### config.mk
export PLATFORM = sky130hd
export DESIGN_NAME = adjacency_matrix_dfs_engine_top
export DESIGN_NICKNAME = d
export VERILOG_FILES = /design/src/design/amdfs_pkg.sv /design/src/design/amdfs_ctrl.sv /design/src/design/amdfs_dp.sv /design/src/design/adjacency_matrix_dfs_engine_top.sv
export SDC_FILE = /design/constraint.sdc
export NUM_CORES = 2
export LEC_CHECK = 0
export BUFFER_PORTS_ARGS = -buffer_cell sky130_fd_sc_hd__buf_2
export CORE_MARGIN = 3
export CORE_UTILIZATION = 45
export DETAILED_ROUTE_END_ITERATION = 8
export GPL_TIMING_DRIVEN = 0
export SLEW_MARGIN = 20
export SYNTH_ARGS = -nofsm -noshare
export SYNTH_HDL_FRONTEND = slang
export SYNTH_SLANG_ARGS = --single-unit
### constraint.sdc
create_clock -name clk_i -period 6.6 [get_ports clk_i]
set_clock_uncertainty 0.2 [all_clocks]
set_input_delay 0.99 -clock clk_i [delete_from_list [all_inputs] [get_ports clk_i]]
set_output_delay 0.99 -clock clk_i [all_outputs]
set_load 0.02 [all_outputs]
### src/design/amdfs_pkg.sv
// Shared types and constants of the adjacency matrix depth-first search engine.
package amdfs_pkg;

  localparam int KindW  = 2;
  localparam int LabelW = 16;
  localparam int StartW = 3;

  typedef enum logic [1:0] {
    KIND_VERTEX = 2'd0,
    KIND_EDGE   = 2'd1,
    KIND_SEARCH = 2'd2
  } kind_e;

  typedef enum logic [1:0] {
    ST_OK        = 2'd0,
    ST_FULL      = 2'd1,
    ST_NOT_FOUND = 2'd2,
    ST_RANGE     = 2'd3
  } status_e;

  typedef enum logic [3:0] {
    S_CLEAR,
    S_IDLE,
    S_DECODE,
    S_VINS,
    S_LK_ISSUE,
    S_LK_CMP,
    S_EDGE,
    S_RANGE,
    S_POP,
    S_POP_CHK,
    S_LABEL,
    S_SCAN_ISSUE,
    S_SCAN_EVAL,
    S_FINISH
  } state_e;

  typedef struct packed {
    logic    take;
    logic    clr_step;
    logic    vins;
    logic    lk_start;
    logic    lk_issue;
    logic    lk_cmp;
    logic    edge_wr;
    logic    dfs_start;
    logic    pop_issue;
    logic    visit;
    logic    pend_load;
    logic    scan_start;
    logic    scan_issue;
    logic    scan_eval;
    logic    emit;
    status_e emit_status;
    logic    emit_pend;
    logic    emit_last;
  } cmd_t;

  typedef struct packed {
    logic             clr_done;
    logic [KindW-1:0] kind;
    logic             full;
    logic             start_bad;
    logic             lk_done;
    logic             found;
    logic             sp_zero;
    logic             seen;
    logic             pend_vld;
    logic             scan_done;
    logic             out_free;
  } stat_t;

endpackage

### src/design/amdfs_ctrl.sv
// Controller state machine: sequences insert, lookup and search steps of the datapath.
module amdfs_ctrl (
  input  logic               clk_i,
  input  logic               rst_ni,
  input  logic               in_valid_i,
  output logic               in_ready_o,
  input  amdfs_pkg::stat_t   stat_i,
  output amdfs_pkg::cmd_t    cmd_o
);

  amdfs_pkg::state_e state_q, state_d;

  always_ff @(posedge clk_i or negedge rst_ni) begin
    if (!rst_ni) begin
      state_q <= amdfs_pkg::S_CLEAR;
    end else begin
      state_q <= state_d;
    end
  end

  always_comb begin
    state_d    = state_q;
    cmd_o      = '0;
    in_ready_o = 1'b0;
    unique case (state_q)
      amdfs_pkg::S_CLEAR: begin
        if (stat_i.clr_done) begin
          state_d = amdfs_pkg::S_IDLE;
        end else begin
          cmd_o.clr_step = 1'b1;
        end
      end
      amdfs_pkg::S_IDLE: begin
        in_ready_o = 1'b1;
        cmd_o.take = in_valid_i;
        if (in_valid_i) begin
          state_d = amdfs_pkg::S_DECODE;
        end
      end
      amdfs_pkg::S_DECODE: begin
        unique case (stat_i.kind)
          amdfs_pkg::KIND_VERTEX: state_d = amdfs_pkg::S_VINS;
          amdfs_pkg::KIND_EDGE: begin
            cmd_o.lk_start = 1'b1;
            state_d        = amdfs_pkg::S_LK_ISSUE;
          end
          amdfs_pkg::KIND_SEARCH: begin
            if (stat_i.start_bad) begin
              state_d = amdfs_pkg::S_RANGE;
            end else begin
              cmd_o.dfs_start = 1'b1;
              state_d         = amdfs_pkg::S_POP;
            end
          end
          default: state_d = amdfs_pkg::S_IDLE;
        endcase
      end
      amdfs_pkg::S_VINS: begin
        if (stat_i.out_free) begin
          cmd_o.emit      = 1'b1;
          cmd_o.emit_last = 1'b1;
          if (stat_i.full) begin
            cmd_o.emit_status = amdfs_pkg::ST_FULL;
          end else begin
            cmd_o.emit_status = amdfs_pkg::ST_OK;
            cmd_o.vins        = 1'b1;
          end
          state_d = amdfs_pkg::S_IDLE;
        end
      end
      amdfs_pkg::S_LK_ISSUE: begin
        if (stat_i.lk_done) begin
          state_d = amdfs_pkg::S_EDGE;
        end else begin
          cmd_o.lk_issue = 1'b1;
          state_d        = amdfs_pkg::S_LK_CMP;
        end
      end
      amdfs_pkg::S_LK_CMP: begin
        cmd_o.lk_cmp = 1'b1;
        state_d      = amdfs_pkg::S_LK_ISSUE;
      end
      amdfs_pkg::S_EDGE: begin
        if (stat_i.out_free) begin
          cmd_o.emit      = 1'b1;
          cmd_o.emit_last = 1'b1;
          if (stat_i.found) begin
            cmd_o.emit_status = amdfs_pkg::ST_OK;
            cmd_o.edge_wr     = 1'b1;
          end else begin
            cmd_o.emit_status = amdfs_pkg::ST_NOT_FOUND;
          end
          state_d = amdfs_pkg::S_IDLE;
        end
      end
      amdfs_pkg::S_RANGE: begin
        if (stat_i.out_free) begin
          cmd_o.emit        = 1'b1;
          cmd_o.emit_last   = 1'b1;
          cmd_o.emit_status = amdfs_pkg::ST_RANGE;
          state_d           = amdfs_pkg::S_IDLE;
        end
      end
      amdfs_pkg::S_POP: begin
        if (stat_i.sp_zero) begin
          state_d = amdfs_pkg::S_FINISH;
        end else begin
          cmd_o.pop_issue = 1'b1;
          state_d         = amdfs_pkg::S_POP_CHK;
        end
      end
      amdfs_pkg::S_POP_CHK: begin
        if (stat_i.seen) begin
          state_d = amdfs_pkg::S_POP;
        end else begin
          cmd_o.visit = 1'b1;
          state_d     = amdfs_pkg::S_LABEL;
        end
      end
      amdfs_pkg::S_LABEL: begin
        if (!stat_i.pend_vld || stat_i.out_free) begin
          cmd_o.emit        = stat_i.pend_vld;
          cmd_o.emit_pend   = 1'b1;
          cmd_o.emit_status = amdfs_pkg::ST_OK;
          cmd_o.pend_load   = 1'b1;
          cmd_o.scan_start  = 1'b1;
          state_d           = amdfs_pkg::S_SCAN_ISSUE;
        end
      end
      amdfs_pkg::S_SCAN_ISSUE: begin
        if (stat_i.scan_done) begin
          state_d = amdfs_pkg::S_POP;
        end else begin
          cmd_o.scan_issue = 1'b1;
          state_d          = amdfs_pkg::S_SCAN_EVAL;
        end
      end
      amdfs_pkg::S_SCAN_EVAL: begin
        cmd_o.scan_eval = 1'b1;
        state_d         = amdfs_pkg::S_SCAN_ISSUE;
      end
      amdfs_pkg::S_FINISH: begin
        if (stat_i.out_free) begin
          cmd_o.emit        = 1'b1;
          cmd_o.emit_pend   = 1'b1;
          cmd_o.emit_last   = 1'b1;
          cmd_o.emit_status = amdfs_pkg::ST_OK;
          state_d           = amdfs_pkg::S_IDLE;
        end
      end
      default: state_d = amdfs_pkg::S_IDLE;
    endcase
  end

endmodule

### src/design/amdfs_dp.sv
// Datapath: label table, edge matrix, search stack, visited marks and result register.
module amdfs_dp #(
  parameter int MAX_VERTICES = 8,
  parameter int STACK_DEPTH  = 64
) (
  input  logic                                clk_i,
  input  logic                                rst_ni,
  input  logic [amdfs_pkg::KindW-1:0]         kind_i,
  input  logic [amdfs_pkg::LabelW-1:0]        vertex_value_i,
  input  logic [amdfs_pkg::LabelW-1:0]        source_value_i,
  input  logic [amdfs_pkg::LabelW-1:0]        dest_value_i,
  input  logic [amdfs_pkg::LabelW-1:0]        edge_distance_i,
  input  logic [amdfs_pkg::StartW-1:0]        start_index_i,
  input  amdfs_pkg::cmd_t                     cmd_i,
  output amdfs_pkg::stat_t                    stat_o,
  input  logic                                out_ready_i,
  output logic                                out_valid_o,
  output logic [1:0]                          status_o,
  output logic [amdfs_pkg::LabelW-1:0]        visited_label_o,
  output logic                                is_last_o
);

  localparam int VW    = $clog2(MAX_VERTICES);
  localparam int CW    = $clog2(MAX_VERTICES + 1);
  localparam int Cells = MAX_VERTICES * MAX_VERTICES;
  localparam int AW    = $clog2(Cells);
  localparam int CLW   = $clog2(Cells + 1);
  localparam int SAW   = $clog2(STACK_DEPTH);
  localparam int SPW   = $clog2(STACK_DEPTH + 1);
  localparam int CmpW  = (CW > amdfs_pkg::StartW) ? CW : amdfs_pkg::StartW;
  localparam int LW    = amdfs_pkg::LabelW;

  logic [amdfs_pkg::KindW-1:0]  kind_q;
  logic [LW-1:0]                vval_q, src_q, dst_q, dist_q;
  logic [amdfs_pkg::StartW-1:0] start_q;

  logic [CW-1:0]           vcount_q;
  logic [CLW-1:0]          clr_q;
  logic [CW-1:0]           lk_idx_q;
  logic [VW-1:0]           src_slot_q, dst_slot_q;
  logic                    src_hit_q, dst_hit_q;
  logic [SPW-1:0]          sp_q;
  logic [MAX_VERTICES-1:0] visited_q;
  logic [VW-1:0]           v_q;
  logic [CW-1:0]           scan_q;
  logic [LW-1:0]           pend_q;
  logic                    pend_vld_q;

  logic [LW-1:0] label_mem [MAX_VERTICES];
  logic [LW-1:0] label_rd_q;
  logic [LW-1:0] edge_mem [Cells];
  logic [LW-1:0] edge_rd_q;
  logic [VW-1:0] stack_mem [STACK_DEPTH];
  logic [VW-1:0] stk_rd_q;

  logic                out_vld_q;
  amdfs_pkg::status_e  status_q;
  logic [LW-1:0]       label_q;
  logic                last_q;

  logic [VW-1:0]  scan_w;
  logic           push_ok;
  logic           edge_we;
  logic [AW-1:0]  edge_wa, edge_ra;
  logic [LW-1:0]  edge_wd;
  logic           lbl_re;
  logic [VW-1:0]  lbl_ra;
  logic           stk_we;
  logic [SAW-1:0] stk_wa, stk_ra;
  logic [VW-1:0]  stk_wd;

  assign scan_w  = VW'(scan_q - 1'b1);
  assign push_ok = (edge_rd_q != '0) && !visited_q[scan_w] && (sp_q < SPW'(STACK_DEPTH));

  assign edge_we = cmd_i.clr_step | cmd_i.edge_wr;
  assign edge_wa = cmd_i.clr_step ? AW'(clr_q)
                                  : AW'(src_slot_q) * AW'(MAX_VERTICES) + AW'(dst_slot_q);
  assign edge_wd = cmd_i.clr_step ? '0 : dist_q;
  assign edge_ra = AW'(v_q) * AW'(MAX_VERTICES) + AW'(scan_w);

  assign lbl_re = cmd_i.lk_issue | cmd_i.visit;
  assign lbl_ra = cmd_i.visit ? stk_rd_q : VW'(lk_idx_q);

  assign stk_we = cmd_i.dfs_start | (cmd_i.scan_eval & push_ok);
  assign stk_wa = cmd_i.dfs_start ? '0 : SAW'(sp_q);
  assign stk_wd = cmd_i.dfs_start ? VW'(start_q) : scan_w;
  assign stk_ra = SAW'(sp_q - 1'b1);

  always_ff @(posedge clk_i) begin
    if (edge_we) begin
      edge_mem[edge_wa] <= edge_wd;
    end
    if (cmd_i.scan_issue) begin
      edge_rd_q <= edge_mem[edge_ra];
    end
  end

  always_ff @(posedge clk_i) begin
    if (cmd_i.vins) begin
      label_mem[VW'(vcount_q)] <= vval_q;
    end
    if (lbl_re) begin
      label_rd_q <= label_mem[lbl_ra];
    end
  end

  always_ff @(posedge clk_i) begin
    if (stk_we) begin
      stack_mem[stk_wa] <= stk_wd;
    end
    if (cmd_i.pop_issue) begin
      stk_rd_q <= stack_mem[stk_ra];
    end
  end

  always_ff @(posedge clk_i) begin
    if (cmd_i.take) begin
      kind_q  <= kind_i;
      vval_q  <= vertex_value_i;
      src_q   <= source_value_i;
      dst_q   <= dest_value_i;
      dist_q  <= edge_distance_i;
      start_q <= start_index_i;
    end
    if (cmd_i.visit) begin
      v_q <= stk_rd_q;
    end
    if (cmd_i.pend_load) begin
      pend_q <= label_rd_q;
    end
    if (cmd_i.lk_cmp && !src_hit_q && label_rd_q == src_q) begin
      src_slot_q <= VW'(lk_idx_q);
    end
    if (cmd_i.lk_cmp && !dst_hit_q && label_rd_q == dst_q) begin
      dst_slot_q <= VW'(lk_idx_q);
    end
  end

  always_ff @(posedge clk_i or negedge rst_ni) begin
    if (!rst_ni) begin
      vcount_q   <= '0;
      clr_q      <= '0;
      lk_idx_q   <= '0;
      src_hit_q  <= 1'b0;
      dst_hit_q  <= 1'b0;
      sp_q       <= '0;
      visited_q  <= '0;
      scan_q     <= '0;
      pend_vld_q <= 1'b0;
    end else begin
      if (cmd_i.clr_step) begin
        clr_q <= clr_q + 1'b1;
      end
      if (cmd_i.vins) begin
        vcount_q <= vcount_q + 1'b1;
      end
      if (cmd_i.lk_start) begin
        lk_idx_q  <= '0;
        src_hit_q <= 1'b0;
        dst_hit_q <= 1'b0;
      end else if (cmd_i.lk_cmp) begin
        lk_idx_q <= lk_idx_q + 1'b1;
        if (label_rd_q == src_q) begin
          src_hit_q <= 1'b1;
        end
        if (label_rd_q == dst_q) begin
          dst_hit_q <= 1'b1;
        end
      end
      if (cmd_i.dfs_start) begin
        sp_q       <= SPW'(1);
        visited_q  <= '0;
        pend_vld_q <= 1'b0;
      end else begin
        if (cmd_i.pop_issue) begin
          sp_q <= sp_q - 1'b1;
        end else if (cmd_i.scan_eval && push_ok) begin
          sp_q <= sp_q + 1'b1;
        end
        if (cmd_i.visit) begin
          visited_q[stk_rd_q] <= 1'b1;
        end
        if (cmd_i.pend_load) begin
          pend_vld_q <= 1'b1;
        end
      end
      if (cmd_i.scan_start) begin
        scan_q <= vcount_q;
      end else if (cmd_i.scan_eval) begin
        scan_q <= scan_q - 1'b1;
      end
    end
  end

  always_ff @(posedge clk_i or negedge rst_ni) begin
    if (!rst_ni) begin
      out_vld_q <= 1'b0;
    end else if (cmd_i.emit) begin
      out_vld_q <= 1'b1;
    end else if (out_ready_i) begin
      out_vld_q <= 1'b0;
    end
  end

  always_ff @(posedge clk_i) begin
    if (cmd_i.emit) begin
      status_q <= cmd_i.emit_status;
      label_q  <= cmd_i.emit_pend ? pend_q : '0;
      last_q   <= cmd_i.emit_last;
    end
  end

  always_comb begin
    stat_o           = '0;
    stat_o.clr_done  = (clr_q == CLW'(Cells));
    stat_o.kind      = kind_q;
    stat_o.full      = (vcount_q == CW'(MAX_VERTICES));
    stat_o.start_bad = (CmpW'(start_q) >= CmpW'(vcount_q));
    stat_o.lk_done   = (lk_idx_q == vcount_q);
    stat_o.found     = src_hit_q & dst_hit_q;
    stat_o.sp_zero   = (sp_q == '0);
    stat_o.seen      = visited_q[stk_rd_q];
    stat_o.pend_vld  = pend_vld_q;
    stat_o.scan_done = (scan_q == '0);
    stat_o.out_free  = !out_vld_q || out_ready_i;
  end

  assign out_valid_o     = out_vld_q;
  assign status_o        = status_q;
  assign visited_label_o = label_q;
  assign is_last_o       = last_q;

endmodule

### src/design/adjacency_matrix_dfs_engine_top.sv
// Top level of the adjacency matrix depth-first search engine.
//
//   channel | direction | handshake             | payload
//   in      | request   | in_valid_i/in_ready_o | kind, vertex/source/dest labels, distance, start
//   out     | result    | out_valid_o/out_ready_i | status, visited_label, is_last
//
// After reset the edge matrix is swept to zero; no request is taken until the sweep is done.
// Insert edge: the labels of the V stored vertices are read in turn through the label table port.
// Search: each stack pop checks a visited mark; each visited vertex reads its matrix row entry by entry.
// One request at a time; a stalled result holds the engine only when a further result must follow.
module adjacency_matrix_dfs_engine_top #(
  parameter int MAX_VERTICES = 8,
  parameter int STACK_DEPTH  = 64
) (
  input  logic                         clk_i,
  input  logic                         rst_ni,
  input  logic                         in_valid_i,
  output logic                         in_ready_o,
  input  logic [amdfs_pkg::KindW-1:0]  kind_i,
  input  logic [amdfs_pkg::LabelW-1:0] vertex_value_i,
  input  logic [amdfs_pkg::LabelW-1:0] source_value_i,
  input  logic [amdfs_pkg::LabelW-1:0] dest_value_i,
  input  logic [amdfs_pkg::LabelW-1:0] edge_distance_i,
  input  logic [amdfs_pkg::StartW-1:0] start_index_i,
  output logic                         out_valid_o,
  input  logic                         out_ready_i,
  output logic [1:0]                   status_o,
  output logic [amdfs_pkg::LabelW-1:0] visited_label_o,
  output logic                         is_last_o
);

  amdfs_pkg::cmd_t  cmd;
  amdfs_pkg::stat_t stat;

  amdfs_ctrl u_ctrl (
    .clk_i      (clk_i),
    .rst_ni     (rst_ni),
    .in_valid_i (in_valid_i),
    .in_ready_o (in_ready_o),
    .stat_i     (stat),
    .cmd_o      (cmd)
  );

  amdfs_dp #(
    .MAX_VERTICES (MAX_VERTICES),
    .STACK_DEPTH  (STACK_DEPTH)
  ) u_dp (
    .clk_i           (clk_i),
    .rst_ni          (rst_ni),
    .kind_i          (kind_i),
    .vertex_value_i  (vertex_value_i),
    .source_value_i  (source_value_i),
    .dest_value_i    (dest_value_i),
    .edge_distance_i (edge_distance_i),
    .start_index_i   (start_index_i),
    .cmd_i           (cmd),
    .stat_o          (stat),
    .out_ready_i     (out_ready_i),
    .out_valid_o     (out_valid_o),
    .status_o        (status_o),
    .visited_label_o (visited_label_o),
    .is_last_o       (is_last_o)
  );

endmodule

* After elaboration in Yosys (flattened, before gate mapping)
Memories as Yosys holds them, arrays and structs flattened. A register that Yosys moved wholly into a read port is not among the register bits. Index checks and enable logic that the tools add are counted.
Storage, ports and cells: input port bits 73, register bits 155, memories 3, bits in writable memories 1344
Cells by class: muxes and demuxes 85, add/subtract/negate cells 8, bitwise gates (word level) 6, reductions and logical operators 33, equal/unequal tests 24, magnitude comparators 5
Memory list:
- u_dp.edge_mem | depth 64, bits a word 16, rd ports 1, clocked after Yosys merged registers in 1, wr ports 1, line amdfs_dp.sv:51 | logic [LW-1:0] edge_mem [Cells];
- u_dp.stack_mem | depth 64, bits a word 3, rd ports 1, clocked after Yosys merged registers in 1, wr ports 1, line amdfs_dp.sv:53 | logic [VW-1:0] stack_mem [STACK_DEPTH];
- u_dp.label_mem | depth 8, bits a word 16, rd ports 1, clocked after Yosys merged registers in 1, wr ports 1, line amdfs_dp.sv:49 | logic [LW-1:0] label_mem [MAX_VERTICES];
Operators with widths (count):
- 1-bit two-way mux | 46
- 4-bit case mux with 11 select lines | 1
- 4-bit two-way mux | 10
- 16-bit == test | 2
- 4-bit == test (second input constant) | 7
- 3-bit two-way mux | 7
- 7-bit two-way mux | 3
- 4-bit by 3-bit == test with 1-bit output (second input constant) | 4
- 16-bit two-way mux | 1
- 8-bit two-way mux | 2
- 16-bit nonzero test | 1
- 3-bit case mux with 5 select lines | 1
- 7-bit by 1-bit adder with 7-bit output (second input constant) | 2
- 2-bit nonzero test | 7
- 6-bit by 3-bit adder with 6-bit output | 2
- 6-bit two-way mux | 2
- 4-bit case mux with 3 select lines | 1
- 2-bit two-way mux | 5
- 4-bit by 1-bit adder with 4-bit output (second input constant) | 2
- 4-bit by 2-bit == test with 1-bit output (second input constant) | 2
- 1-bit logical AND | 8
- 4-bit zero test | 2
- 3-bit by 4-bit less-than comparator with 1-bit output (second input constant) | 2
- 8-bit OR | 1
- other kinds (27) | 40

* Logic depth before layout (Yosys ltp)
word-level depth 10, depth in mapped cells 14, gate-level depth less buffers 9

* Hierarchy
A second synthesis with hierarchy kept.
Second synthesis, totals: cell total of the unflattened synthesis 3129, area, all modules 60244.0 µm²
Modules (own cells, without submodules):
- amdfs_dp | area each 59579.6 µm², instances 1, cells each 3034, seq. area each 45753.9 µm²
- amdfs_ctrl | area each 664.4 µm², instances 1, cells each 95, seq. area each 100.1 µm²

* Least setup slack after synthesis
No wires, ideal clock.
path type register -> register, start point register u_dp.scan_q[0], end point memory u_dp.stack_mem[0][1] (netlist name), data pin, stages on the path, launching flop included 10, period minus slack after synthesis 5318 ps, path slack 1282 ps, arrival 4416 ps, path through dfrtp_1 > buf_2 > buf_6 > buf_6 > inv_1 > ha_1 > buf_2 > buf_1 > buf_1 > o21ai_0
Between the ends: longest elaborated chain between the ends 2
Ends and longest elaborated chain:
- from (decl) | line amdfs_dp.sv:45 | logic [CW-1:0] scan_q;
- from (signal assigned) | line amdfs_dp.sv:188 | scan_q <= vcount_q;
- from (signal assigned) | line amdfs_dp.sv:190 | scan_q <= scan_q - 1'b1;
- 4-bit by 1-bit subtractor with 4-bit output
- 3-bit two-way mux | line amdfs_dp.sv:86 | assign stk_wd = cmd_i.dfs_start ? VW'(start_q) : scan_w;
- named net u_dp.stk_wd[1] | line amdfs_dp.sv:70 | logic [VW-1:0] stk_wd;
- to (decl) | line amdfs_dp.sv:53
The timed path passes the listed nets, and every way through them passes these cells.

* Final worst setup path
start point register u_dp.scan_q[0], end point register u_dp.edge_rd_q[6] (read register of u_dp.edge_mem), data pin
Between the ends: longest elaborated chain between the ends 3, elaborated cells on any way between the ends 5, those cells by class add/sub: 2; mux: 2; reduce/logical: 1
Ends and longest elaborated chain:
- branches (longest 3 deep; another with 6-bit by 3-bit adder with 6-bit output)
- to (decl) | line amdfs_dp.sv:52 | logic [LW-1:0] edge_rd_q;
Parallel ways; which one is timed is not known. A chain may end at the register's enable or synchronous reset.

==> results.yml <==
clock_network:
  cts.sinks: 1534
  clock_path_buffers: 3
  cts_setup_buffers: 0
  clkLatencyLatePin_ns: 0.78
  clk_transition_reported_paths_ns: 0.06
  hold_buffers: 0
  numCtsBuffers: 156
  root_buffer: "clkbuf_16"
  cts_tree: "done"
  cts.htree.levels: 4
  post_cts_resized: 0
cells_and_area:
  regMostFlops: "u_dp.edge_mem"
  area_delta_synth_final_pct: 15.51
  largest_reg_flops: 1024
  drive_above_1_share: 0.3101
  layoutNonFillerInstCount: 4965
  reg_top3: "u_dp.edge_mem x1024, u_dp.stack_mem x192, u_dp.label_mem x128"
  nets: 3170
synth:
  synth_nets: 2827
  synth-simple-area-share: 0.02894
  syn_area_um2: 59890
  synth-compound-area-share: 0.007897
  synth-adder-area-share: 0.002716
  synth_ff_type: "edfxtp_1"
  syn_inst: 2741
  synth_mux_area_frac: 0.1720
  ys_seq_area_frac: 0.7657
  postSynthAreaPerCell_um2: 21.85
  ys_ff_latch: 1534
  synth_top_family_by_area: "multiplexers"
  synthDistinctLibCells: 57
  postSynth.asyncResetShare: 0.02738
  synth_edf_count: 1492
  synth-xor-area-share: 0.008628
  synth_warnings: 0
routing:
  finalWirelength_um: 137300
  vias: 28410
  wl_met1_um: 55970
  met3_length_um: 7260
  vias_per_cell: 5.722
  wl_per_cell_um: 27.66
  ant_nets: 0
  drc_errors: 0
  dr.first_iter.drc_count: 3011
  firstDrtPassIters: 5
  highest_layer: "met5"
  wl_met2_um: 70140
sta:
  fmax_ghz: 0.1819
  worst_slew_pin_slew_ns: 1.022
  hold_viol_final: 0
  fin_crit_ns: 5.498
  timing.final.crit_share: 0.8331
  drv_slew: 0
  rsz0062_at_grt: "false"
  setup_viol_count_final: 0
  slew_headroom: 0.3184
floorplanning:
  die_w_um: 370.8
  initial_core_util: 0.4544
  die_h_um: 370.8
  rows: 133
  dieArea_um2: 137500
  io-pin-count: 94
  core-area_um2: 131800
place:
  place.gp.congestion: 0.8584
  portBuffers: 93
  dp_hpwl_um: 92920
  place_inst: 4681
worst_setup_path:
  critPathKind: "reg2reg"
  required_ns: 6.90
  worstPathArrival_ns: 5.80
  slowest_delay_ns: 0.78
  crit_buf_inv: 7
  path_max_fanout: 10
  crit_family: "buffers and inverters"
  worstSetupEndpointType: "register"
  cp_common_cell: "mux4_2"
  crit_chain: "buf_2, buf_6, buf_6, inv_1, ha_1, buf_2, clkbuf_1, clkbuf_1, mux4_2, mux4_2, mux4_2"
  rrSetupSlack_ns: 1.10
  critPathLaunchType: "register"
  cpMaxStageDelayCell: "clkbuf_1"
power:
  leakagePower_nw: 22.50
  vdd_drop_max_uv: 263.3
  pwr_density_cell_nw_per_um2: 445.7
  finalPower_mw: 30.83
run_status:
  status: "complete, no violations"
grt:
  antenna_found_initial: 4
  grtUsageTotal: 0.2030
  grt_max_degree: 65
  grt_pass1_vias: 29530
  grt-ovfl-total: 0
  grt_pass1_wl_um: 201900
flow_run:
  cap_viol_max_count: 0
worst_hold_path:
  hold_path.class: "in2async"
## per-stage QoR
stage	setup slack, ns	utilization	hold WS [ns]	TNS (ns)	cell area, um^2
after floorplan	1.282	-	0.2206	0	59890
final	1.102	0.5249	0.02282	0	69180
after global placement	-2.257	0.4746	0.2613	-244.73	62550
after CTS	1.060	0.5248	0.1204	0	69170
after detailed placement	1.062	0.4867	0.2591	0	64140
after global routing	0.9528	0.5249	0.03875	0	69180
## worst paths after layout
path | start | endpoint | depth (start not counted)
worst max-delay path | u_dp.scan_q[0] | u_dp.edge_rd_q[6] | 11
max in group asynchronous | rst_ni | u_dp.clr_q[2] | 1
worst min-delay path | rst_ni | u_dp.sp_q[0] | 1
worst max register to register | u_dp.scan_q[0] | u_dp.edge_rd_q[6] | 11
min in group clk_i | dest_value_i[9] | u_dp.dst_q[9] | 1
worst min register to register | u_dp.clr_q[6] | u_dp.clr_q[6] | 1
## power by group
group | internal, mW | leakage (nW) | switching [mW]
sequential | 11.7 | 14.0 | 0.224
combinational | 4.52 | 6.06 | 5.73
clock | 5.02 | 2.45 | 3.64
## worst reg2reg max path: cells and delay by family (launching register included)
family,cells,cell delay (ns)
buffers and inverters,7,2.95
multiplexers,3,1.50
flip-flops,1,0.31
adder cells (fa/ha/maj),1,0.28
## cell usage in the layout (no fill, tap or decap), types with 9 or more instances in the layout
cell type / Yosys / routed
mux2_2: 20 / 19
edfxtp_1: 1492 / 1492
and2_1: 34 / 18
clkinv_1: 0 / 31
ha_1: 13 / 13
clkbuf_1: 66 / 98
buf_4: 14 / 17
nand3_1: 23 / 23
buf_1: 9 / 9
nor2_1: 179 / 109
buf_6: 21 / 72
nand4_1: 10 / 10
nand2_1: 59 / 59
dfrtp_1: 42 / 42
buf_2: 25 / 117
clkbuf_16: 0 / 157
xnor2_1: 45 / 45
buf_8: 0 / 24
o21ai_0: 21 / 18
nor4_1: 12 / 12
xor2_1: 14 / 14
mux2i_1: 102 / 102
bufinv_16: 0 / 16
clkinv_2: 0 / 24
inv_1: 27 / 27
nor2_2: 0 / 68
and2_4: 0 / 16
mux4_2: 401 / 401
a21oi_1: 21 / 20
## per-layer routing
| metal | global-route usage | vias up |
|---|---|---|
| li1 | - | 12030 |
| met1 | 0.2712 | 15240 |
| met2 | 0.3432 | 923 |
| met3 | 0.03163 | 214 |
| met4 | 0.06677 | 2 |
| met5 | 0 | - |
## cells by family after synthesis
logic type,count (synthesis)
adder cells (fa/ha/maj),13
buffers and inverters,162
multiplexers,524
flip-flops,1534
AO/OA/AOI/OAI,76
XOR/XNOR,59
AND/OR/NAND/NOR,373
## final cells by class
cell class	instances	area, um^2
fill	10080	62620
sequential	1534	45850
multi-input combinational	1045	13480
clock buffer	189	4049
tap	1755	2196
timing repair buffer	185	1770
clock inverter	94	979.7
buffer	135	748.2
inverter	27	101.3
antenna	1	2.502
## synth_stat cells, types with 14 or more instances
| cell | instances | share of area |
|---|---|---|
| a21oi_1 | 21 | 0.0018 |
| and2_1 | 34 | 0.0036 |
| buf_2 | 25 | 0.0021 |
| buf_4 | 14 | 0.0018 |
| buf_6 | 21 | 0.0039 |
| clkbuf_1 | 66 | 0.0041 |
| dfrtp_1 | 42 | 0.018 |
| edfxtp_1 | 1492 | 0.75 |
| inv_1 | 27 | 0.0017 |
| mux2_2 | 20 | 0.0038 |
| mux2i_1 | 102 | 0.017 |
| mux4_2 | 401 | 0.15 |
| nand2_1 | 59 | 0.0037 |
| nand3_1 | 23 | 0.0019 |
| nor2_1 | 179 | 0.011 |
| o21ai_0 | 21 | 0.0018 |
| xnor2_1 | 45 | 0.0066 |
| xor2_1 | 14 | 0.0020 |
Power figures use the tool's default switching activity.
